<file path="src/text_console_writer_defines.svh">
// assertion macros for the text console writer
// used by modules that check their own control logic; expects clk and rst_n in scope
`ifndef TEXT_CONSOLE_WRITER_DEFINES_SVH
`define TEXT_CONSOLE_WRITER_DEFINES_SVH

`ifndef SYNTHESIS
`define TCW_ASSERT(lbl, prop) \
  lbl: assert property (@(posedge clk) disable iff (!rst_n) (prop)) \
    else $error("text console writer: check failed");
`define TCW_ASSERT_NEXT(lbl, ante, cons) \
  lbl: assert property (@(posedge clk) disable iff (!rst_n) (ante) |=> (cons)) \
    else $error("text console writer: sequence check failed");
`else
`define TCW_ASSERT(lbl, prop)
`define TCW_ASSERT_NEXT(lbl, ante, cons)
`endif

`endif

</file>
<file path="src/tcw_pkg.sv">
// shared types and constants for the text console writer
// no dependencies
package tcw_pkg;

  localparam int COLUMNS_DEF   = 80;
  localparam int ROWS_DEF      = 25;
  localparam int TAB_WIDTH_DEF = 8;

  localparam int COL_W  = 7;
  localparam int ROW_W  = 5;
  localparam int POS_W  = 12;
  localparam int CELL_W = 16;

  localparam logic [7:0] CHAR_LF    = 8'h0A;
  localparam logic [7:0] CHAR_CR    = 8'h0D;
  localparam logic [7:0] CHAR_TAB   = 8'h09;
  localparam logic [7:0] CHAR_BLANK = 8'h20;
  localparam logic [7:0] ATTR_RESET = 8'h07;

  localparam logic REG_ATTR_IDX = 1'b0;

  typedef enum logic [1:0] {
    CMD_PUT   = 2'd0,
    CMD_CLEAR = 2'd1,
    CMD_READ  = 2'd2
  } cmd_t;

  typedef enum logic [2:0] {
    ST_IDLE,
    ST_READ,
    ST_COPY,
    ST_BLANK,
    ST_CLEAR
  } state_t;

  typedef struct packed {
    logic [COL_W-1:0] col;
    logic [ROW_W-1:0] row;
    logic [POS_W-1:0] pos;
    logic [POS_W-1:0] wpos;
    logic             store;
    logic             scroll;
  } cur_upd_t;

endpackage

</file>
<file path="src/tcw_cursor.sv">
// cursor update for one put item: control codes, wrap and scroll detect
// depends on tcw_pkg for the update struct and character codes
module tcw_cursor #(
  parameter int COLUMNS   = tcw_pkg::COLUMNS_DEF,
  parameter int ROWS      = tcw_pkg::ROWS_DEF,
  parameter int TAB_WIDTH = tcw_pkg::TAB_WIDTH_DEF
) (
  input  logic [tcw_pkg::COL_W-1:0] col_i,
  input  logic [tcw_pkg::ROW_W-1:0] row_i,
  input  logic [7:0]                char_code,
  output tcw_pkg::cur_upd_t         upd
);

  localparam int CW = tcw_pkg::COL_W;
  localparam int RW = tcw_pkg::ROW_W;
  localparam int PW = tcw_pkg::POS_W;
  localparam int TAB_N = 2 ** CW;

  logic [CW:0]   tab_stop [TAB_N];
  logic [CW:0]   col_inc;
  logic [CW:0]   col_fin;
  logic [RW-1:0] row_adv;
  logic [RW-1:0] row_fin;
  logic          scroll;

  // next tab stop for every column, worked out at elaboration
  genvar g;
  generate
    for (g = 0; g < TAB_N; g++) begin : g_tab
      assign tab_stop[g] = (CW + 1)'((g / TAB_WIDTH + 1) * TAB_WIDTH);
    end
  endgenerate

  always_comb begin
    col_inc   = {1'b0, col_i} + (CW + 1)'(1);
    col_fin   = {1'b0, col_i};
    row_adv   = row_i;
    upd.store = 1'b0;
    case (char_code)
      tcw_pkg::CHAR_LF: begin
        col_fin = '0;
        row_adv = row_i + RW'(1);
      end
      tcw_pkg::CHAR_CR: begin
        col_fin = '0;
      end
      tcw_pkg::CHAR_TAB: begin
        if (tab_stop[col_i] >= (CW + 1)'(COLUMNS)) begin
          col_fin = '0;
          row_adv = row_i + RW'(1);
        end else begin
          col_fin = tab_stop[col_i];
        end
      end
      default: begin
        upd.store = 1'b1;
        if (col_inc >= (CW + 1)'(COLUMNS)) begin
          col_fin = '0;
          row_adv = row_i + RW'(1);
        end else begin
          col_fin = col_inc;
        end
      end
    endcase

    scroll     = (row_adv >= RW'(ROWS));
    row_fin    = scroll ? RW'(ROWS - 1) : row_adv;
    upd.col    = col_fin[CW-1:0];
    upd.row    = row_fin;
    upd.scroll = scroll;
    upd.pos    = PW'(row_fin) * PW'(COLUMNS) + PW'(col_fin[CW-1:0]);
    upd.wpos   = PW'(row_i) * PW'(COLUMNS) + PW'(col_i);
  end

endmodule

</file>
<file path="config.mk">
export PLATFORM = sky130hd
export DESIGN_NAME = tcw_cursor
export DESIGN_NICKNAME = d
export VERILOG_FILES = /design/src/text_console_writer_defines.svh /design/src/tcw_pkg.sv /design/src/tcw_cursor.sv
export SDC_FILE = /design/constraint.sdc
export NUM_CORES = 1
export LEC_CHECK = 0
export ABC_CLOCK_PERIOD_IN_PS = 15960
export BUFFER_PORTS_ARGS = -buffer_cell sky130_fd_sc_hd__clkbuf_2
export CAP_MARGIN = 30
export CELL_PAD_IN_SITES_DETAIL_PLACEMENT = 1
export CELL_PAD_IN_SITES_GLOBAL_PLACEMENT = 2
export CORE_MARGIN = 2
export CORE_UTILIZATION = 30
export DETAILED_ROUTE_END_ITERATION = 8
export PLACE_DENSITY = 0.95
export SETUP_SLACK_MARGIN = 0.15
export SYNTH_ARGS = -nofsm -noshare
export SYNTH_HDL_FRONTEND = slang
export SYNTH_SLANG_ARGS = --single-unit
</file>
<file path="constraint.sdc">
create_clock -name vclk -period 15.96
set_input_delay 2.394 -clock vclk [all_inputs]
set_output_delay 2.394 -clock vclk [all_outputs]
set_load 0.01 [all_outputs]
</file>
---- Word-level counts from Yosys, hierarchy flattened ----
Memory sizes are Yosys's and may differ from the RTL's.
Index checks and enable logic that the tools add are counted.
Widths: inputs -> output; s select.
word-level totals
  bits in registers ....................... 0
  bits in latches ......................... 0
  bits in writable memories ............... 0
  memory bits (read-only) ................. 1024
  input bits .............................. 20
  output and inout bits ................... 38
  word-level logic and storage cells ...... 27
  memories ................................ 1
cells by class
  add/sub/neg operators ................... 4
  multipliers ............................. 2
  divide/modulo/power cells ............... 0
  order comparisons ....................... 4
  equality and inequality tests ........... 3
  shift-type cells ........................ 0
  multiplexer cells ....................... 10
  bitwise operators ....................... 1
  reductions and logical operators ........ 2
memory list
  memory            words  bits a word  read ports  clocked after memory_dff  write ports  line              source
  (name not given)  128    8            1           0                         0            tcw_cursor.sv:52  col_fin = tab_stop[col_i];
operators by type and width
  kind                 number
  $add 12x7->12        2
  $eq 8x4->1 const B   3
  $ge 8x7->1 const B   2
  $mul 5x3->8 const B  2
  $mux 8               2
  $mux 5               3
  $pmux 5 s3           1
  $mux 7               2
  $pmux 7 s2           1
  $add 7x1->8 const B  1
  $ge 8x8->1 const B   1
  $not 7->8            1
  $add 5x1->5 const B  1
  $ge 5x5->1 const B   1
  $reduce_or 3->1      1
  $reduce_or 2->1      1
  $mux 1               1

---- Longest topological paths before layout ----
Gate-level depths: netlist of the first run.
  depth after elaboration ................. 11
  depth in mapped cells ................... 20
  depth with buffers taken out ............ 19

---- Least setup slack after synthesis of the first run ----
No wires, ideal clock.
  path type ............................... input port to output port
  start ................................... in col_i[3] (netlist name)
  end ..................................... out upd[24] (netlist name)
  arrival ................................. 6278 ps
  data required time ...................... 13566 ps
  slack ................................... 7288 ps
  stages .................................. 19
  path buffers ............................ 1
  cell sequence ........................... ha_1 -> nand2b_1 -> a21oi_1 -> o311a_1 -> a311o_1 -> nor3_4 -> inv_4 -> and2_1 -> buf_2 -> nor2_4 -> mux2i_1 -> ha_1 -> fa_1 -> xor2_1 -> nor2b_1 -> nand2_1 -> a2111oi_1 -> nor2_1 -> xnor2_1
RTL lines
  item         line              source
  from (decl)  tcw_cursor.sv:8   input logic [tcw_pkg::COL_W-1:0] col_i,
  to (decl)    tcw_cursor.sv:11  output tcw_pkg::cur_upd_t upd

==> results of run 1 <==
layer usage:
metal / vias to the layer above / global-route usage
met2: 35 / 0.2792
met1: 793 / 0.2113
met4: 0 / 0.007797
li1: 840 / -
met3: 2 / 0.002646
met5: - / 0
placed cells by master, fill, tap and decap left out, types with 3 or more instances in the layout:
cell,synthesis,final
ha_1,19,19
fa_1,3,3
nor2b_1,6,6
o21ai_0,7,7
nand2_1,12,12
inv_1,14,14
nor2_1,19,19
nand2b_1,3,3
nand3_1,10,10
a21o_1,3,3
a21oi_1,9,9
xor2_1,8,8
nor3_1,4,4
and2_1,3,3
xnor2_1,12,12
clkbuf_2,0,58
stage by stage:
stage	power, mW	std cells	cell area [um^2]	util	hold WS, ps
after floorplan	0.06974	204	1536	-	4843
after CTS	0.09896	319	1826	0.3644	5040
after detailed placement	0.09863	319	1826	0.3644	5038
after global routing	0.1101	319	1826	0.3644	5050
after global placement	0.09640	319	1826	0.3644	5038
final	0.09760	319	1826	0.3644	5039
area by class of cell:
cell class	count	area, um^2
multi-input cells	174	1381
fillers	679	3184
well taps	70	87.58
repair buffers	58	290.3
inverters	17	66.31
kinds of logic after synthesis:
kind of cell,count (synthesis),synth area share
AO/OA/AOI/OAI,51,0.2696
multiplexers,2,0.02117
adder cells (fa/ha/maj),22,0.1938
AND/OR/NAND/NOR,79,0.3005
buffers and inverters,30,0.1010
XOR/XNOR,20,0.1140
worst min path at each step:
stage | start | endpoint | slack [ps] | cells past startpoint
global route | col_i[1] | upd[3] | 5050 | 2
floorplan | col_i[0] | upd[14] | 4840 | 1
detailed placement | col_i[1] | upd[3] | 5040 | 2
CTS | col_i[1] | upd[3] | 5040 | 2
global placement | col_i[1] | upd[3] | 5040 | 2
finish | col_i[1] | upd[3] | 5040 | 2
report_power, final:
group          internal, mW  leakage [nW]  switching [mW]
logic                0.0411         0.826          0.0565
registers                 0             0               0
clock network             0             0               0
total                0.0411         0.826          0.0565
==> Implementation_results.wiki, run 1 <==
{| class="wikitable"
! Metric !! Value
|-
| Number of hold-repair buffers added at the cts stage || 0
|-
| Final hold violations || 0
|-
| Reported max-cap violation count || 0
|-
| Worst-Margin Slew || 701.2 ps
|-
| Count of distinct cell types in the synthesized netlist || 64
|-
| Final count of negative-setup-slack endpoints || 0
|-
| Detail-routed via count per cell || 5.235
|-
| P&R area growth vs syn || 18.81%
|-
| CP max stage delay || 460 ps
|-
| Largest net degree at the start of global routing || 12
|-
| Chip height || 75.57 um
|-
| Width of the die || 75.57 um
|-
| Result of the run || completed
|-
| Buffers and inverters on the worst path || 3
|-
| Mean Syn Cell Area || 7.532 um^2
|-
| Antenna violations before repair || 0
|-
| Routed met2 length || 2195 um
|-
| Synthesis warning total || 0
|-
| Wirelength per Cell || 13.70 um
|-
| P per Cell Area || 53.46 mW/mm^2
|-
| Relative max-transition margin || 0.5251
|-
| Max rail drop VDD || 0.02016 mV
|-
| Remaining antenna violation count after routing || 0
|-
| PortBufs || 58
|-
| Crit path arrival time || 6840 ps
|-
| Worst setup endpoint || upd[24]
|-
| DRC viols || 0
|-
| Final setup margin || 6727 ps
|-
| Layout cell share with drive strength beyond 1 || 0.3052
|-
| Floorplan Core Area || 0.005010 mm^2
|-
| Final RePlAce weighted congestion || 0.8363
|-
| Pre-CTS setup slack || 6721 ps
|-
| Number of sequential cells in the layout || 0
|-
| FP Rows || 26
|-
| Cells along the critical path || clkbuf_2, ha_1, nand2b_1, a21oi_1, nor3_1, a311o_1, nor3_4, inv_4, and2_1, nor2_4, mux2i_1, ha_1, fa_1, xor2_1, nor2b_1, nand2_1, a2111oi_1, nor2_1, xnor2_1, clkbuf_2
|-
| Cell types occupying the most area after synthesis || ha_1 (15%), xnor2_1 (6.8%), buf_4 (4.9%), nor2_1 (4.6%), xor2_1 (4.6%)
|-
| Post-Synthesis Net Count || 246
|-
| Maximum clock rate || 0.1083 GHz
|-
| Static Leak || 0.8263 nW
|-
| Number of top-level pins || 58
|-
| Die outline area || 0.005710 mm^2
|-
| Launch point of the worst path || col_i[3]
|-
| Number of global-route vias before repair || 1535
|-
| Sequential standard cell area || 0 um^2
|-
| Setup TNS Final || 0 ps
|-
| Total vias in the final route || 1670
|-
| Class of the tightest hold or removal check || in2out
|-
| Minimum clock period after layout || 9233 ps
|-
| Aggregate global-route resource usage || 0.1528
|-
| Count of cells resized by post-cts repair || 0
|-
| Fin. max-slew vios || 0
|-
| Share of the clock period used by the worst path || 0.5785
|-
| Top Layer Used || met4
|-
| Routed length on met1 || 2034 um
|-
| Area share of the largest cell type after synthesis || 0.1547
|-
| Post-CTS repair timing setup buffer count || 0
|-
| Global-route wire length before repair || 7044 um
|-
| Cell taking the most area after synthesis || ha_1
|-
| Worst setup path class || in2out
|-
| Synth cell count leaders || ha_1 (19), nor2_1 (19), inv_1 (14), nand2_1 (12), xnor2_1 (12)
|-
| Clock buffer instance count of the final layout || 0
|-
| Placed wire-length estimate || 3879 um
|-
| Nets || 293
|-
| Detailed Route WL || 4369 um
|-
| Largest delay share family, worst path || simple AND/OR/NAND/NOR gates
|-
| Total number of cells along the worst setup path || 20
|-
| Initial DRT Pass Iterations || 4
|-
| Total met3 wirelength after detailed routing || 124 um
|-
| Fraction of the yosys area taken by sequential cells || 0
|-
| Congestion Overflow GR || 0
|-
| Starting utilization of the core area || 0.3067
|-
| Setup repair after global routing missed its margin || false
|-
| Library cell contributing the largest single delay on the critical path || fa_1
|-
| Diodes inserted || 0
|-
| Largest fanout on the critical path || 10
|-
| Worst EP required || 13570 ps
|-
| Synthesized instance count || 204
|-
| Kind of launch point of the worst setup path || input port
|-
| Number of DRC violations after detailed-routing iteration 0 || 53
|-
| Total standard cell area after synthesis || 0.001536 mm^2
|-
| Crit. End Element || output port
|}
(Power assumes the default switching activity.)
==> run 2: changes to the inputs <==
--- a/config.mk
+++ b/config.mk
@@ -5,15 +5,15 @@
 export SDC_FILE = /design/constraint.sdc
 export NUM_CORES = 1
 export LEC_CHECK = 0
-export ABC_CLOCK_PERIOD_IN_PS = 15960
+export ABC_CLOCK_PERIOD_IN_PS = 8300
 export BUFFER_PORTS_ARGS = -buffer_cell sky130_fd_sc_hd__clkbuf_2
 export CAP_MARGIN = 30
 export CELL_PAD_IN_SITES_DETAIL_PLACEMENT = 1
 export CELL_PAD_IN_SITES_GLOBAL_PLACEMENT = 2
 export CORE_MARGIN = 2
-export CORE_UTILIZATION = 30
+export CORE_UTILIZATION = 26
 export DETAILED_ROUTE_END_ITERATION = 8
-export PLACE_DENSITY = 0.95
+export PLACE_DENSITY = 0.92
 export SETUP_SLACK_MARGIN = 0.15
 export SYNTH_ARGS = -nofsm -noshare
 export SYNTH_HDL_FRONTEND = slang
==> constraint.sdc (replaced) <==
create_clock -name vclk -period 8.3
set_input_delay 1.245 -clock vclk [all_inputs]
set_output_delay 1.245 -clock vclk [all_outputs]
set_load 0.01 [all_outputs]
==> run 2 against run 1 <==
Effect of this change:
- routed wire length up 7.8%
- via count increased by 1.6%
- combinational power increased by 96%
- core utilization shrank 3.8 points
- worst setup slack got worse by 5300 ps
- global-route usage down 1.1 points
- final area grew 0.14%
- critical endpoint unchanged
==> Implementation_results.wiki, run 2 (synthesis gave the netlist of run 1 again) <==
{| class="wikitable"
! Metric !! Value
|-
| Most frequent cells in the layout || clkbuf_2 (58), nor2_1 (19), ha_1 (19)
|-
| Hold Slack || 2732 ps
|-
| Post-route cell area || 0.001828 mm^2
|-
| Chip height || 80.88 um
|-
| Diodes inserted || 0
|-
| Number of top-level pins || 58
|-
| Minimum clock period after layout || 6864 ps
|-
| Final hold violations || 0
|-
| Final count of negative-setup-slack endpoints || 0
|-
| Layout cell share with drive strength beyond 1 || 0.3052
|-
| FP Rows || 27
|-
| Number of DRC violations after detailed-routing iteration 0 || 76
|-
| Number of global-route vias before repair || 1611
|-
| Worst setup path class || in2out
|-
| Global-route wire length before repair || 7707 um
|-
| Largest fanout on the critical path || 10
|-
| Filler Cells Inserted || 728
|-
| Die outline area || 0.006541 mm^2
|-
| Crit. End Element || output port
|-
| Remaining antenna violation count after routing || 0
|-
| P&R area growth vs syn || 18.97%
|-
| Class of the tightest hold or removal check || in2out
|-
| Congestion Overflow GR || 0
|-
| Sequential standard cell area || 0 um^2
|-
| Clock buffer instance count of the final layout || 0
|-
| Placed wire-length estimate || 4089 um
|-
| Worst-Margin Slew || 755.4 ps
|-
| Setup TNS Final || 0 ps
|-
| Most common library cell in the layout ignoring fill and taps || clkbuf_2
|-
| Detailed Route WL || 4708 um
|-
| Detail-routed via count per cell || 5.283
|-
| Post-CTS repair timing setup buffer count || 0
|-
| PortBufs || 58
|-
| Cell area after placement || 0.001828 mm^2
|-
| Result of the run || completed
|-
| Count of cells resized by post-cts repair || 0
|-
| Share of the core filled with cells || 0.3260
|-
| Share of the clock period used by the worst path || 0.8270
|-
| Aggregate global-route resource usage || 0.1413
|-
| Max rail drop VDD || 0.03831 mV
|-
| Relative max-transition margin || 0.4884
|-
| Maximum clock rate || 0.1457 GHz
|-
| Fin. max-slew vios || 0
|-
| Floorplan Core Area || 0.005608 mm^2
|-
| Starting utilization of the core area || 0.2740
|-
| Initial DRT Pass Iterations || 4
|-
| P per Cell Area || 104.5 mW/mm^2
|-
| Number of sequential cells in the layout || 0
|-
| Antenna violations before repair || 0
|-
| Number of hold-repair buffers added at the cts stage || 0
|-
| Nets || 293
|-
| Reported max-cap violation count || 0
|-
| Crit path arrival time || 5620 ps
|-
| Largest net degree at the start of global routing || 12
|-
| Width of the die || 80.88 um
|-
| Final RePlAce weighted congestion || 0.7752
|-
| DRC viols || 0
|-
| Setup repair after global routing missed its margin || false
|-
| Wirelength per Cell || 14.67 um
|-
| Static Leak || 0.8263 nW
|-
| Worst EP required || 7050 ps
|-
| Total vias in the final route || 1696
|-
| Kind of launch point of the worst setup path || input port
|}
## run 2: per-layer routing
layer / routed length (um) / track usage / vias up
met5: 0 / 0 / -
met4: 34 / 0.01017 / 0
met3: 210 / 0.003333 / 4
met2: 2280 / 0.2636 / 50
met1: 2184 / 0.1883 / 800
li1: - / - / 842
## run 2: final timing paths
| check | start | to | slack [ps] | cells past startpoint |
|---|---|---|---|---|
| worst max-delay path | col_i[3] | upd[24] | 1440 | 20 |
| worst min-delay path | col_i[1] | upd[3] | 2730 | 2 |
## run 2: cell type report
class	count	area (um^2)	area share
inverter	17	66.31	0.03628
tap	72	90.09	0.04928
timing repair buffer	58	290.3	0.1588
multi-input combinational	174	1381	0.7556
## run 2: power breakdown
group	switching [mW]	total, mW	internal (mW)
combinational	0.112	0.191	0.0791
clock	0	0	0
sequential	0	0	0
## run 2: metrics by stage
stage	worst slack [ps]	cells	power, mW
after floorplan	1926	204	0.1341
after global placement	1563	321	0.1871
after detailed placement	1403	321	0.1925
after CTS	1412	321	0.1932
after global routing	963.5	321	0.2115
final	1436	321	0.1911
## run 2: critical path, stage by stage
cell	delay, ps
clkbuf_2	140
ha_1	340
nand2b_1	150
a21oi_1	310
nor3_1	80
a311o_1	360
nor3_4	310
inv_4	120
and2_1	250
nor2_4	170
mux2i_1	90
ha_1	260
fa_1	460
xor2_1	270
nor2b_1	260
nand2_1	100
a2111oi_1	280
nor2_1	110
xnor2_1	160
clkbuf_2	150
==> run 3: changes to the inputs <==
--- a/config.mk
+++ b/config.mk
@@ -5,15 +5,15 @@
 export SDC_FILE = /design/constraint.sdc
 export NUM_CORES = 1
 export LEC_CHECK = 0
-export ABC_CLOCK_PERIOD_IN_PS = 8300
+export ABC_CLOCK_PERIOD_IN_PS = 6850
 export BUFFER_PORTS_ARGS = -buffer_cell sky130_fd_sc_hd__clkbuf_2
 export CAP_MARGIN = 30
 export CELL_PAD_IN_SITES_DETAIL_PLACEMENT = 1
 export CELL_PAD_IN_SITES_GLOBAL_PLACEMENT = 2
 export CORE_MARGIN = 2
-export CORE_UTILIZATION = 26
+export CORE_UTILIZATION = 28
 export DETAILED_ROUTE_END_ITERATION = 8
-export PLACE_DENSITY = 0.92
+export PLACE_DENSITY = 0.94
 export SETUP_SLACK_MARGIN = 0.15
 export SYNTH_ARGS = -nofsm -noshare
 export SYNTH_HDL_FRONTEND = slang
==> constraint.sdc (replaced) <==
create_clock -name vclk -period 6.85
set_input_delay 1.0275 -clock vclk [all_inputs]
set_output_delay 1.0275 -clock vclk [all_outputs]
set_load 0.01 [all_outputs]
==> run 3 against run 2 <==
Effect of this change:
- global-route usage hardly changed
- hold slack worse by 430 ps
- total power is 22% higher
- critical path type unchanged
- worst setup slack worse by 900 ps
- combinational power is 21% higher
- first-iteration DRC count is 1.3% higher
- core utilization is 2.9 points higher
- non-clock buffer count is 1 higher
- final area is 0.96% higher
- die area is 6.8% lower
- flip-flop and latch count stayed put
- final cell count is 0.31% lower
==> Implementation_results.wiki, run 3 (synthesis gave the netlist of run 1 again) <==
{| class="wikitable"
! Metric !! Value
|-
| Number of hold-repair buffers added at the cts stage || 0
|-
| Die outline area || 0.006096 mm^2
|-
| Layout cell share with drive strength beyond 1 || 0.3200
|-
| Number of sequential cells in the layout || 0
|-
| Cell total after placement || 320
|-
| Largest net degree at the start of global routing || 12
|-
| Final RePlAce weighted congestion || 0.8730
|-
| FP Rows || 26
|-
| Kind of launch point of the worst setup path || input port
|-
| Starting utilization of the core area || 0.2952
|-
| Number of top-level pins || 58
|-
| P&R area growth vs syn || 20.11%
|-
| Crit path arrival time || 5280 ps
|-
| Fin. max-slew vios || 0
|-
| Startpoint of the worst hold path || col_i[1]
|-
| Detailed Route WL || 4395 um
|-
| Clock buffer instance count of the final layout || 0
|-
| Remaining antenna violation count after routing || 0
|-
| Reported max-cap violation count || 0
|-
| Pre-CTS setup slack || 433.4 ps
|-
| Maximum clock rate || 0.1585 GHz
|-
| Congestion Overflow GR || 0
|-
| Share of the clock period used by the worst path || 0.9211
|-
| Total vias in the final route || 1698
|-
| Worst EP required || 5820 ps
|-
| Minimum clock period after layout || 6310 ps
|-
| Final setup margin || 540.5 ps
|-
| PnR Total Power || 232.2 uW
|-
| Setup TNS Final || 0 ps
|-
| Filler Cells Inserted || 686
|-
| Cell count of the worst hold path || 2
|-
| Width of the die || 78.08 um
|-
| Hold Slack || 2304 ps
|-
| Number of global-route vias before repair || 1569
|-
| Detail-routed via count per cell || 5.306
|-
| Class of the tightest hold or removal check || in2out
|-
| Crit. End Element || output port
|-
| Global-route wire length before repair || 7403 um
|-
| Chip height || 78.08 um
|-
| Final hold violations || 0
|-
| Worst-Margin Slew || 663.6 ps
|-
| Worst setup path class || in2out
|-
| Floorplan Core Area || 0.005205 mm^2
|-
| Relative max-transition margin || 0.5506
|-
| Setup repair after global routing missed its margin || false
|-
| Diodes inserted || 0
|-
| Initial DRT Pass Iterations || 4
|-
| Aggregate global-route resource usage || 0.1415
|-
| Most common library cell in the layout ignoring fill and taps || clkbuf_2
|-
| Antenna violations before repair || 0
|-
| Count of cells resized by post-cts repair || 0
|-
| Max rail drop VDD || 0.04806 mV
|-
| Static Leak || 0.8292 nW
|-
| PortBufs || 58
|-
| Number of DRC violations after detailed-routing iteration 0 || 77
|-
| Nets || 294
|-
| Share of the core filled with cells || 0.3546
|-
| Most frequent cells in the layout || clkbuf_2 (58), nor2_1 (19), ha_1 (18)
|-
| Post-route cell area || 0.001846 mm^2
|-
| DRC viols || 0
|-
| Area occupied by multi-input gates || 0.001394 mm^2
|-
| Placed wire-length estimate || 3824 um
|-
| Final count of negative-setup-slack endpoints || 0
|-
| Largest fanout on the critical path || 10
|-
| Result of the run || completed
|-
| Wirelength per Cell || 13.73 um
|-
| Fin cells || 320
|-
| Post-CTS repair timing setup buffer count || 0
|-
| Min-Delay Endpoint || upd[3]
|-
| Sequential standard cell area || 0 um^2
|-
| Cell area after placement || 0.001833 mm^2
|-
| P per Cell Area || 125.8 mW/mm^2
|}
[run 3: changes by cell type in the layout (fill, tap and decap cells not counted), sizes merged]
cell  change
buf       +1
[run 3: per-layer routing]
metal / GRT usage / wire [um] / up-vias
met1: 0.1955 / 2041 / 819
met4: 0.01053 / 41 / 0
met2: 0.2560 / 2166 / 34
li1: - / - / 841
met3: 0.003448 / 146 / 4
met5: 0 / 0 / -
[run 3: critical path: stages]
cell,delay (ps)
clkbuf_2,140
ha_2,350
nand2b_1,100
a21oi_1,120
o311a_1,300
a311o_1,360
nor3_4,310
inv_4,120
and2_1,250
nor2_4,170
mux2i_1,90
ha_1,270
fa_2,580
nand2_1,100
nor2b_1,190
nand2_1,100
a2111oi_1,270
nor2_1,110
xnor2_1,160
clkbuf_2,150
[run 3: power breakdown]
group / leakage, nW / total, mW / switching, mW / internal, mW
registers: 0 / 0 / 0 / 0
clock network: 0 / 0 / 0 / 0
logic: 0.829 / 0.232 / 0.134 / 0.0979
total: 0.829 / 0.232 / 0.134 / 0.0979
[run 3: final cells by class]
class                      count  area share
timing repair buffer          59      0.1614
tap                           70     0.04746
multi-input combinational    174      0.7553
inverter                      17     0.03593
[run 3: worst max-delay path by stage]
| stage | from | endpoint | slack, ps | depth (start not counted) |
|---|---|---|---|---|
| after floorplan | col_i[3] | upd[24] | 910 | 19 |
| after global placement | col_i[3] | upd[24] | 560 | 20 |
| after detailed placement | col_i[3] | upd[24] | 430 | 20 |
| after CTS | col_i[3] | upd[24] | 410 | 20 |
| after global routing | col_i[3] | upd[24] | 180 | 20 |
| final | col_i[3] | upd[24] | 540 | 20 |
